`src/design/direct_mapped_presence_cache_macros.svh`:
```
// Assertion helpers for the presence cache. Each use expects clk and rst_n in scope.
`ifndef DIRECT_MAPPED_PRESENCE_CACHE_MACROS_SVH
`define DIRECT_MAPPED_PRESENCE_CACHE_MACROS_SVH

// Same-cycle implication, disabled during reset.
`define DMPC_ASSERT_IMP(label, ante, cons) \
    label: assert property (@(posedge clk) disable iff (!rst_n) (ante) |-> (cons)) \
        else $error("dmpc: same-cycle check failed");

// Next-cycle implication, disabled during reset.
`define DMPC_ASSERT_NXT(label, ante, cons) \
    label: assert property (@(posedge clk) disable iff (!rst_n) (ante) |=> (cons)) \
        else $error("dmpc: next-cycle check failed");

`endif

```
`src/design/dmpc_pkg.sv`:
```
package dmpc_pkg;

    localparam int CFG_W     = 11;
    localparam int HASH_W    = 64;
    localparam int CNT_W     = 32;
    localparam int KIND_W    = 2;
    localparam int OUTCOME_W = 2;
    localparam int SLOT_W    = 32;
    localparam int DIV_CNT_W = 5;

    localparam logic [CNT_W-1:0] CNT_MAX = '1;

    typedef enum logic [KIND_W-1:0] {
        KIND_LOOKUP     = 2'd0,
        KIND_FILL       = 2'd1,
        KIND_WRITE      = 2'd2,
        KIND_READ_CLEAR = 2'd3
    } kind_t;

    typedef enum logic [OUTCOME_W-1:0] {
        OUT_HIT_PRESENT = 2'd0,
        OUT_HIT_ABSENT  = 2'd1,
        OUT_NOT_CACHED  = 2'd2,
        OUT_NO_LOOKUP   = 2'd3
    } outcome_t;

    // Controller to datapath
    typedef struct packed {
        logic in_ready;
        logic div_step;
        logic mem_rd;
        logic finish;
        logic clr_step;
    } dp_cmd_t;

    // Datapath to controller
    typedef struct packed {
        logic req_valid;
        logic in_needs_slot;
        logic div_last;
        logic clr_last;
        logic out_free;
    } dp_status_t;

    function automatic logic [CNT_W-1:0] sat_inc(input logic [CNT_W-1:0] v);
        sat_inc = (v == CNT_MAX) ? v : v + 1'b1;
    endfunction

endpackage

```
`src/design/dmpc_ctrl.sv`:
```
`include "direct_mapped_presence_cache_macros.svh"

module dmpc_ctrl
(
    input  logic                 clk,
    input  logic                 rst_n,
    input  logic                 cfg_wr_en,
    input  dmpc_pkg::dp_status_t status,
    output dmpc_pkg::dp_cmd_t    cmd
);

    typedef enum logic [4:0] {
        S_CLEAR  = 5'b00001,
        S_IDLE   = 5'b00010,
        S_DIVIDE = 5'b00100,
        S_READ   = 5'b01000,
        S_FINISH = 5'b10000
    } state_t;

    state_t state_reg;
    state_t state_next;

    always_comb
    begin
        state_next = state_reg;
        case (state_reg)
            S_CLEAR:
            begin
                if (status.clr_last)
                begin
                    state_next = S_IDLE;
                end
            end
            S_IDLE:
            begin
                if (status.req_valid)
                begin
                    state_next = status.in_needs_slot ? S_DIVIDE : S_FINISH;
                end
            end
            S_DIVIDE:
            begin
                if (status.div_last)
                begin
                    state_next = S_READ;
                end
            end
            S_READ:
            begin
                state_next = S_FINISH;
            end
            S_FINISH:
            begin
                if (status.out_free)
                begin
                    state_next = S_IDLE;
                end
            end
            default:
            begin
                state_next = S_CLEAR;
            end
        endcase
        // a size write restarts the sweep from any state
        if (cfg_wr_en)
        begin
            state_next = S_CLEAR;
        end
    end

    always_ff @(posedge clk or negedge rst_n)
    begin
        if (!rst_n)
        begin
            state_reg <= S_CLEAR;
        end
        else
        begin
            state_reg <= state_next;
        end
    end

    always_comb
    begin
        cmd.in_ready = (state_reg == S_IDLE) && !cfg_wr_en;
        cmd.div_step = (state_reg == S_DIVIDE);
        cmd.mem_rd   = (state_reg == S_READ);
        cmd.finish   = (state_reg == S_FINISH) && status.out_free;
        cmd.clr_step = (state_reg == S_CLEAR);
    end

    `DMPC_ASSERT_NXT(a_cfg_starts_clear, cfg_wr_en, state_reg == S_CLEAR)
    `DMPC_ASSERT_NXT(a_divide_to_read, state_reg == S_DIVIDE && status.div_last && !cfg_wr_en, state_reg == S_READ)

endmodule

```
`config.mk`:
```
export PLATFORM = sky130hd
export DESIGN_NAME = dmpc_ctrl
export DESIGN_NICKNAME = d
export VERILOG_FILES = /design/src/design/dmpc_pkg.sv /design/src/design/dmpc_ctrl.sv
export VERILOG_INCLUDE_DIRS = /design/src /design/src/design
export SDC_FILE = /design/constraint.sdc
export NUM_CORES = 1
export LEC_CHECK = 0
export ABC_AREA = 0
export BUFFER_PORTS_ARGS = -buffer_cell sky130_fd_sc_hd__buf_2
export CELL_PAD_IN_SITES_DETAIL_PLACEMENT = 1
export CELL_PAD_IN_SITES_GLOBAL_PLACEMENT = 1
export CORE_AREA = 2 2 39 41
export CTS_CLUSTER_SIZE = 24
export DETAILED_ROUTE_END_ITERATION = 6
export DIE_AREA = 0 0 41 43
export PLACE_DENSITY_LB_ADDON = 0.1
export SKIP_CTS_REPAIR_TIMING = 1
export SKIP_LAST_GASP = 1
export SLEW_MARGIN = 20
export SYNTH_ARGS = -nofsm -noshare
export SYNTH_HDL_FRONTEND = slang
export SYNTH_SLANG_ARGS = --single-unit
```
`constraint.sdc`:
```
create_clock -name clk -period 3.8 [get_ports clk]
set_input_delay 0.76 -clock clk [delete_from_list [all_inputs] [get_ports clk]]
set_output_delay 0.76 -clock clk [all_outputs]
set_load 0.01 [all_outputs]
```
==> results of run 1 <==
cells in the mapped netlist:
cell / instances
nand3b_1: 2
dfstp_2: 1
dfrtp_1: 4
and3b_2: 1
nor4_2: 1
o221ai_1: 1
xor2_1: 1
nand2_1: 1
nor3_1: 3
inv_1: 2
nor2b_1: 1
a21oi_1: 1
o22ai_1: 1
nor3_2: 1
o32ai_1: 1
and2_1: 2
nand4b_1: 1
o21ai_0: 3
o21ai_1: 2
o31ai_1: 1
nor2_1: 1
and3b_1: 1
nor3b_1: 3
critical path, stage by stage, from the launching register on:
cell	delay (ps)
dfrtp_1	460
nor3_1	270
and3b_2	250
and2_1	120
buf_2	120
how the worst max path moves through the flow:
stage	from	end	slack [ps]	cells after the start
2_1_floorplan	cfg_wr_en	cmd[4]	1980	2
3_3_place_gp	cfg_wr_en	cmd[4]	1750	4
3_5_place_dp	cfg_wr_en	cmd[4]	1730	4
4_1_cts	state_reg[2]	cmd[1]	1560	4
5_1_grt	state_reg[2]	cmd[1]	1490	4
6_report	state_reg[2]	cmd[1]	1580	4
per-layer routing:
layer	global-route usage, %	vias up	part of all wire, %
li1	-	170	-
met1	16.39	163	42
met2	20.31	9	53
met3	3.141	0	4.9
met4	8.000	0	0
met5	0	-	0
cell families after synthesis:
kind of cell / count (synthesis) / synth area share, %
buffers and inverters: 2 / 2.256
flip-flops: 5 / 37.97
AND/OR/NAND/NOR: 18 / 38.72
XOR/XNOR: 1 / 2.632
AO/OA/AOI/OAI: 10 / 18.42
area by class of cell:
| class | count | area share, % |
|---|---|---|
| inverters | 2 | 1.709 |
| flip-flops and latches | 5 | 28.77 |
| well taps | 16 | 4.558 |
| clock buffers | 4 | 5.983 |
| repair buffers | 12 | 13.68 |
| multi-input cells | 29 | 45.30 |
where the power goes:
group | switching [mW] | leakage [nW] | internal, mW
Clock | 0.0214 | 0.0150 | 0.0397
Sequential | 0.0248 | 0.0655 | 0.0688
Combinational | 0.0466 | 0.132 | 0.0445
Total | 0.0927 | 0.212 | 0.153
==> flow_metrics.tcl, run 1 <==
set metrics [dict create \
    status "complete, no violations" \
    timing.fmax_mhz 451.4 \
    cellLeakagePower_nw 0.2122 \
    dp.cells 64 \
    fin_util_pct 31.74 \
    cp_max_fo 8 \
    dieArea_um2 1763 \
    num-nets-final 61 \
    clk_latency_ps 240 \
    required_ps 3040 \
    relSlewSlack_pct 81.42 \
    antenna_cells 0 \
    reg2reg_slack_ps 2460 \
    cts_made_buffers 3 \
    tritoncts "yes" \
    finalMaxSlewViolations 0 \
    yosysTopAreaCellShare_pct 30.08 \
    die_h_um 43 \
    timing.rr.start "state_reg[4]" \
    grt-ovfl-total 0 \
    hold_violations 0 \
    drc_errors 0 \
    fin_crit_sh_pct 58.30 \
    synth-seq-cells 5 \
    core_um2 1384 \
    grt.total_usage_pct 13.43 \
    dr.pass1.iters 2 \
    syn_nets 44 \
    crit_type "flip-flop to primary output" \
    crit_arrival_ps 1460 \
    port_buffers 12 \
    synth_warnings 0 \
    grt_max_degree 9 \
    routedWlPerCell_um 14.34 \
    ios 13 \
    cap_viol_max_count 0 \
    wirelength_um 975 \
    grt_pass1_vias 322 \
    power_mw 0.2458 \
    antenna_found_initial 0 \
    rows 14 \
    cts-root-buf "clkbuf_4" \
    drtIter0Drc 4 \
    final_cell_mix "12 x buf_2, 4 x dfrtp_1" \
    synth_top_area_cell "dfrtp_1" \
    largest_reg_flops 5 \
    start_util_pct 24.05 \
    clock_sinks 5 \
    tns_ps 0 \
    worst-r2r-cell-count 4 \
    synth.area.top_cells "dfrtp_1 30%, dfstp_2 7.9%, nor3b_1 6.8%" \
    rsz0062_at_grt "false" \
    layout_commonest_cell "buf_2" \
    post-route-cell-area_um2 439.2 \
    final-setup-viol-count 0 \
    layout_min_cycle_time_ps 2215 \
    dp_slack_ps 1729 \
    r2r_end "state_reg[4]" \
    seq_area_um2 126.4 \
    area_delta_synth_final_pct 31.95 \
    vdd_drop_max_mv 0.2284 \
    fillCellCount 177 \
    synthDistinctLibCells 23 \
    cp-end-kind "primary output" \
    fin_worst_skew_ps 0.5062 \
    synthCells 36 \
    fp.dieW_um 41 \
    fin_ws_ps 1585 \
    cellPowerDensity_nw_per_um2 559.6 \
    tightest_slew_ps 277.9 \
    postRouteAntennaNets 0 \
    yosysSeqAreaShare_pct 37.97 \
    drive_gt1_share_pct 36.54 \
    syn-cell-area_um2 332.8 \
    grt_pass1_wl_um 1524 \
    placed_area_um2 412.9 \
    num_vias 342 \
    place.detailed.hpwl_um 782.8 \
    htreeDepth 1 \
    stdcell_count 68 \
    multi_input_area_um2 198.9 \
    cts_buffer_depth 2 \
    startpoint_type "flip-flop" \
    timing.hold.ws_ps 326.7 \
    syn-mean-instance-area_um2 9.245 \
    hold_class "primary input to async pin" \
    clkTransAtPathRegs_ps 40 \
    place.gp.congestion 0.7048 \
    via_per_inst 5.029 \
]
Note: power is estimated with default switching activity, not from simulation.
==> inputs of run 2 (changes only) <==
--- a/config.mk
+++ b/config.mk
@@ -6,14 +6,14 @@
 export SDC_FILE = /design/constraint.sdc
 export NUM_CORES = 1
 export LEC_CHECK = 0
-export ABC_AREA = 0
+export ABC_AREA = 1
 export BUFFER_PORTS_ARGS = -buffer_cell sky130_fd_sc_hd__buf_2
 export CELL_PAD_IN_SITES_DETAIL_PLACEMENT = 1
 export CELL_PAD_IN_SITES_GLOBAL_PLACEMENT = 1
-export CORE_AREA = 2 2 39 41
+export CORE_MARGIN = 2
+export CORE_UTILIZATION = 27
 export CTS_CLUSTER_SIZE = 24
 export DETAILED_ROUTE_END_ITERATION = 6
-export DIE_AREA = 0 0 41 43
 export PLACE_DENSITY_LB_ADDON = 0.1
 export SKIP_CTS_REPAIR_TIMING = 1
 export SKIP_LAST_GASP = 1
==> constraint.sdc (replaced) <==
create_clock -name clk -period 2 [get_ports clk]
set_input_delay 0.4 -clock clk [delete_from_list [all_inputs] [get_ports clk]]
set_output_delay 0.4 -clock clk [all_outputs]
set_load 0.01 [all_outputs]
==> run 2 against run 1 <==
Against the previous run:
- via count rose by 16%
- power rose by 56%
- flip-flop and latch count did not move
- non-clock buffer count rose by 1
- critical path depth rose by 2
- sequential power rose by 45%
- core utilization rose by 5.8 points
- routed wire length rose by 0.10%
- critical endpoint is now cmd[4]
==> flow_metrics.tcl, run 2 <==
set metrics [dict create \
    postRouteAntennaNets 0 \
    netlist_top_cells_count "12 x nand2_1, 10 x inv_1, 9 x nor2_1" \
    synth_warnings 0 \
    dieArea_um2 1663 \
    clkTransAtPathRegs_ps 50 \
    grt_max_degree 8 \
    port_buffers 12 \
    syn-mean-instance-area_um2 6.410 \
    synthCells 57 \
    dp_slack_ps 564.5 \
    yosysTopAreaCellShare_pct 27.40 \
    start_util_pct 28.43 \
    htreeDepth 1 \
    relSlewSlack_pct 87.84 \
    synth_edf_count 0 \
    place.gp.congestion 0.7382 \
    hold_class "primary input to flip-flop" \
    worstHoldStart "status[4]" \
    crit_arrival_ps 1280 \
    tritoncts "yes" \
    ios 13 \
    fillCellCount 180 \
    synth-seq-cells 5 \
    grt_pass1_wl_um 1607 \
    core_um2 1285 \
    synth.area.top_cells "dfrtp_1 27%, nand2_1 12%, inv_1 10%" \
    cts_made_buffers 3 \
    critPathMostFrequentCell "nand2_1" \
    startpoint_type "flip-flop" \
    grt-ovfl-total 0 \
    clk_latency_ps 240 \
    fin_crit_sh_pct 84.19 \
    syn-cell-area_um2 365.4 \
    yosysSeqAreaShare_pct 34.59 \
    synth_flop_cell "dfrtp_1" \
    grt_pass1_vias 381 \
    crit_start "state_reg[3]" \
    rows 13 \
    final_cell_mix "12 x nand2_1, 12 x buf_2, 10 x inv_1" \
    die_h_um 40.79 \
    timing.fmax_mhz 593.9 \
    required_ps 1600 \
    grt.total_usage_pct 15.12 \
    rsz0062_at_grt "false" \
    clock_sinks 5 \
    largest_reg_flops 5 \
    synth_top_area_cell "dfrtp_1" \
    num_vias 397 \
    worstPathCellList "nor2_4, nand2_1, nor2_2, nand2_1, inv_1, buf_2" \
    async_flop_share_pct 100.0 \
    fp.dieW_um 40.79 \
    timing.rr.start "state_reg[0]" \
    fin_util_pct 37.49 \
    num-nets-final 83 \
    place.detailed.hpwl_um 844.3 \
    area_delta_synth_final_pct 31.85 \
    cellPowerDensity_nw_per_um2 796.8 \
    cap_viol_max_count 0 \
    crit_buf_inv 2 \
    antenna_cells 0 \
    routedWlPerCell_um 10.97 \
    fin_ws_ps 316.2 \
    tns_ps 0 \
    dr.pass1.iters 2 \
    antenna_found_initial 0 \
    drtIter0Drc 3 \
    drc_errors 0 \
    layout_min_cycle_time_ps 1684 \
    vdd_drop_max_mv 0.5104 \
    syn_nets 65 \
    cts_buffer_depth 2 \
    crit_type "flip-flop to primary output" \
    critical-path-max-stage-delay_ps 420 \
    cellLeakagePower_nw 0.2985 \
    fin_worst_skew_ps 3.226 \
    status "complete, no violations" \
    finalMaxSlewViolations 0 \
    synthDistinctLibCells 12 \
    cts-root-buf "clkbuf_4" \
    via_per_inst 4.461 \
    cp_max_fo 7 \
    yosysMostFrequentCell "nand2_1" \
    cp-end-kind "primary output" \
    cp_top_family "simple AND/OR/NAND/NOR gates" \
    wirelength_um 976 \
    final-setup-viol-count 0 \
    drive_gt1_share_pct 33.78 \
    tightest_slew_ps 181.0 \
    hold_violations 0 \
    crit_path_top_delay_cell "dfrtp_1" \
]
==> run 2: power by group <==
part           internal (mW)  switching (mW)  total, mW
Clock                 0.0724          0.0433      0.116
Combinational         0.0499          0.0825      0.132
Sequential             0.121          0.0151      0.136
==> run 2: tightest hold or removal path: stages <==
cell and delay, ps:
buf_2 80, nor2_1 30, nand4_1 110, nand2_1 60
==> run 2: cells by family after synthesis <==
kind of cell / share of synthesized area [%]
flops: 34.59
simple gates: 51.71
compound gates: 1.369
buf+inv: 12.33
==> run 2: cell type report <==
class                      instances  area (um2)  share of cell area [%]
clock inverter                     1       5.005                   1.039
tap                               15       18.77                   3.896
sequential                         5       126.4                   26.23
clock buffer                       3       22.52                   4.675
multi-input combinational         40       193.9                   40.26
timing repair buffer              13       70.07                   14.55
inverter                          12       45.04                   9.351
==> run 2: layer usage <==
layer / vias to the layer above / GRT usage [%] / routed length, um
li1: 214 / - / -
met4: 0 / 0 / 0
met2: 10 / 26.95 / 484
met1: 173 / 17.55 / 438
met3: 0 / 6.522 / 52
met5: - / 0 / 0
==> run 2: final timing paths <==
| path | to | slack, ps | cells past startpoint |
|---|---|---|---|
| max | cmd[4] | 320 | 6 |
| min | state_reg[1] | 480 | 4 |
| max reg2reg | state_reg[4] | 740 | 7 |
| min reg2reg | state_reg[1] | 660 | 3 |
| max in group asynchronous | state_reg[0] | 1290 | 2 |
| min in group asynchronous | state_reg[1] | 500 | 2 |
==> run 2: through the flow <==
step           hold WS (ps)  std cells  area (um2)  power [mW]
6_report              475.8         89       481.7      0.3838
5_1_grt               481.7         89       481.7      0.4291
4_1_cts              -47.68         88       471.7      0.3930
3_5_place_dp          215.5         84       444.2      0.2715
3_3_place_gp          213.9         84       444.2      0.2704
2_1_floorplan         104.4         57       365.4      0.2271
==> inputs of run 3 (changes only) <==
==> constraint.sdc (replaced) <==
create_clock -name clk -period 1.4 [get_ports clk]
set_input_delay 0.28 -clock clk [delete_from_list [all_inputs] [get_ports clk]]
set_output_delay 0.28 -clock clk [all_outputs]
set_load 0.01 [all_outputs]
==> run 3 against run 2 <==
Against the previous run:
- combinational power grew 73%
- worst hold slack lost 120 ps
- the run now ends with setup timing left
- flip-flop and latch count is the same
==> flow_metrics.tcl, run 3 (same netlist as run 2, synthesis figures left out) <==
set metrics [dict create \
    timing.fmax_mhz 651.2 \
    grt_pass1_vias 391 \
    drive_gt1_share_pct 43.59 \
    worst-r2r-cell-count 7 \
    power_mw 0.5968 \
    relSlewSlack_pct 84.92 \
    vdd_drop_max_mv 0.5561 \
    layout_min_cycle_time_ps 1536 \
    wirelength_um 1112 \
    cts-root-buf "clkbuf_4" \
    num-nets-final 87 \
    dp_slack_ps 87.10 \
    crit_arrival_ps 1260 \
    port_buffers 12 \
    postRouteAntennaNets 0 \
    dieArea_um2 1663 \
    failed_checks "setup timing" \
    fin_ws_ps -135.7 \
    fillCellCount 181 \
    tritoncts "yes" \
    placed_area_um2 444.2 \
    ios 13 \
    p_sw_share_pct 37.84 \
    area_delta_synth_final_pct 47.60 \
    start_util_pct 28.43 \
    core_um2 1285 \
    power.share.clock_pct 28.0 \
    final-setup-viol-count 5 \
    multi_input_area_um2 216.5 \
    fp.dieW_um 40.79 \
    dr.pass1.iters 4 \
    startpoint_type "flip-flop" \
    drc_errors 0 \
    grt.total_usage_pct 15.43 \
    largest_reg_flops 5 \
    r2r_end "state_reg[4]" \
    worstHoldStart "status[4]" \
    cap_viol_max_count 0 \
    die_h_um 40.79 \
    clkTransAtPathRegs_ps 50 \
    switching_power_mw 0.2258 \
    rsz0062_at_grt "true" \
    fin_worst_skew_ps 6.988 \
    pwr-share-seq_pct 33.8 \
    rows 13 \
    place.gp.congestion 0.7381 \
    finalMaxSlewViolations 0 \
    htreeDepth 1 \
    tightest_slew_ps 226.2 \
    cts_buffer_depth 2 \
    pwr-share-comb_pct 38.2 \
    drtIter0Drc 3 \
    num_vias 423 \
    hold_violations 0 \
    reg2reg_slack_ps 100 \
    hold_end "state_reg[1]" \
    status "finished with violations" \
    cp_max_fo 3 \
    antenna_found_initial 0 \
    post-route-cell-area_um2 539.3 \
    grt-ovfl-total 0 \
    cellLeakagePower_nw 0.3166 \
    min_path_cells 4 \
    layout_commonest_cell "buf_2" \
    fin_crit_sh_pct 109.7 \
    required_ps 1120 \
    tns_ps -588.1 \
    crit_type "flip-flop to primary output" \
    cp-end-kind "primary output" \
    hold_class "primary input to flip-flop" \
    seq_area_um2 126.4 \
    antenna_cells 0 \
    clock_sinks 5 \
    final_cell_mix "11 x buf_2, 10 x nand2_1, 8 x inv_1, 8 x nor2_1, 6 x nand4_1" \
    clk_latency_ps 240 \
    cts_made_buffers 3 \
    routedWlPerCell_um 11.96 \
    grt_pass1_wl_um 1628 \
    via_per_inst 4.548 \
    cellPowerDensity_nw_per_um2 1107 \
    p_int_mw 0.3710 \
    timing.rr.start "state_reg[0]" \
    place.detailed.hpwl_um 838.6 \
    fin_util_pct 41.97 \
    grt_max_degree 8 \
]
run 3: changes by cell type in the layout (fill, tap and decap cells not counted), moves of 2 or more:
| cell | before | now |
|---|---|---|
| inv_2 | 2 | 4 |
| inv_1 | 10 | 8 |
| buf_4 | 0 | 4 |
| nand2_1 | 12 | 10 |
| nand2_2 | 0 | 2 |
| nor2_4 | 1 | 3 |
run 3: area by class of cell:
class / instances / share of cell area, %
Clock buffer: 4 / 4.872
Inverter: 12 / 8.353
Multi-Input combinational cell: 40 / 40.14
Sequential cell: 5 / 23.43
Tap cell: 15 / 3.480
Timing Repair Buffer: 17 / 19.72
run 3: routing by layer:
layer	vias up	global-route usage, %	share of wire [%]
li1	219	-	-
met1	192	18.09	43
met2	12	26.17	53
met3	0	4.891	4.5
met4	0	5.000	0
met5	-	0	0
run 3: critical path: stages (launching register included):
cell and delay, ps:
dfrtp_1 410, inv_2 70, nor2_4 130, nand2_2 70, nor2_4 120, nand2_2 70, inv_2 50, buf_6 90
run 3: power by group through the flow:
stage	combinational (mW)	clock [mW]	sequential, mW
2_1_floorplan	0.132	0	0.192
3_3_place_gp	0.192	0	0.195
6_report	0.228	0.167	0.202
3_5_place_dp	0.193	0	0.196
5_1_grt	0.264	0.185	0.204
4_1_cts	0.194	0.178	0.194
run 3: worst max path at each step:
| stage | startpoint | endpoint | slack [ps] | cells after the start |
|---|---|---|---|---|
| after floorplan | state_reg[3] | cmd[4] | 240 | 5 |
| after global placement | state_reg[3] | cmd[4] | 110 | 6 |
| after detailed placement | state_reg[3] | cmd[4] | 90 | 6 |
| after CTS | state_reg[3] | cmd[4] | -190 | 6 |
| after global routing | state_reg[0] | cmd[0] | -250 | 5 |
| final | state_reg[1] | cmd[4] | -140 | 7 |
run 3: metrics by stage:
step                      instances  hold slack (ps)
after floorplan                  57           -15.59
after global placement           84            93.81
after detailed placement         84            96.08
after CTS                        88           -168.9
after global routing             93            381.1
final                            93            352.1
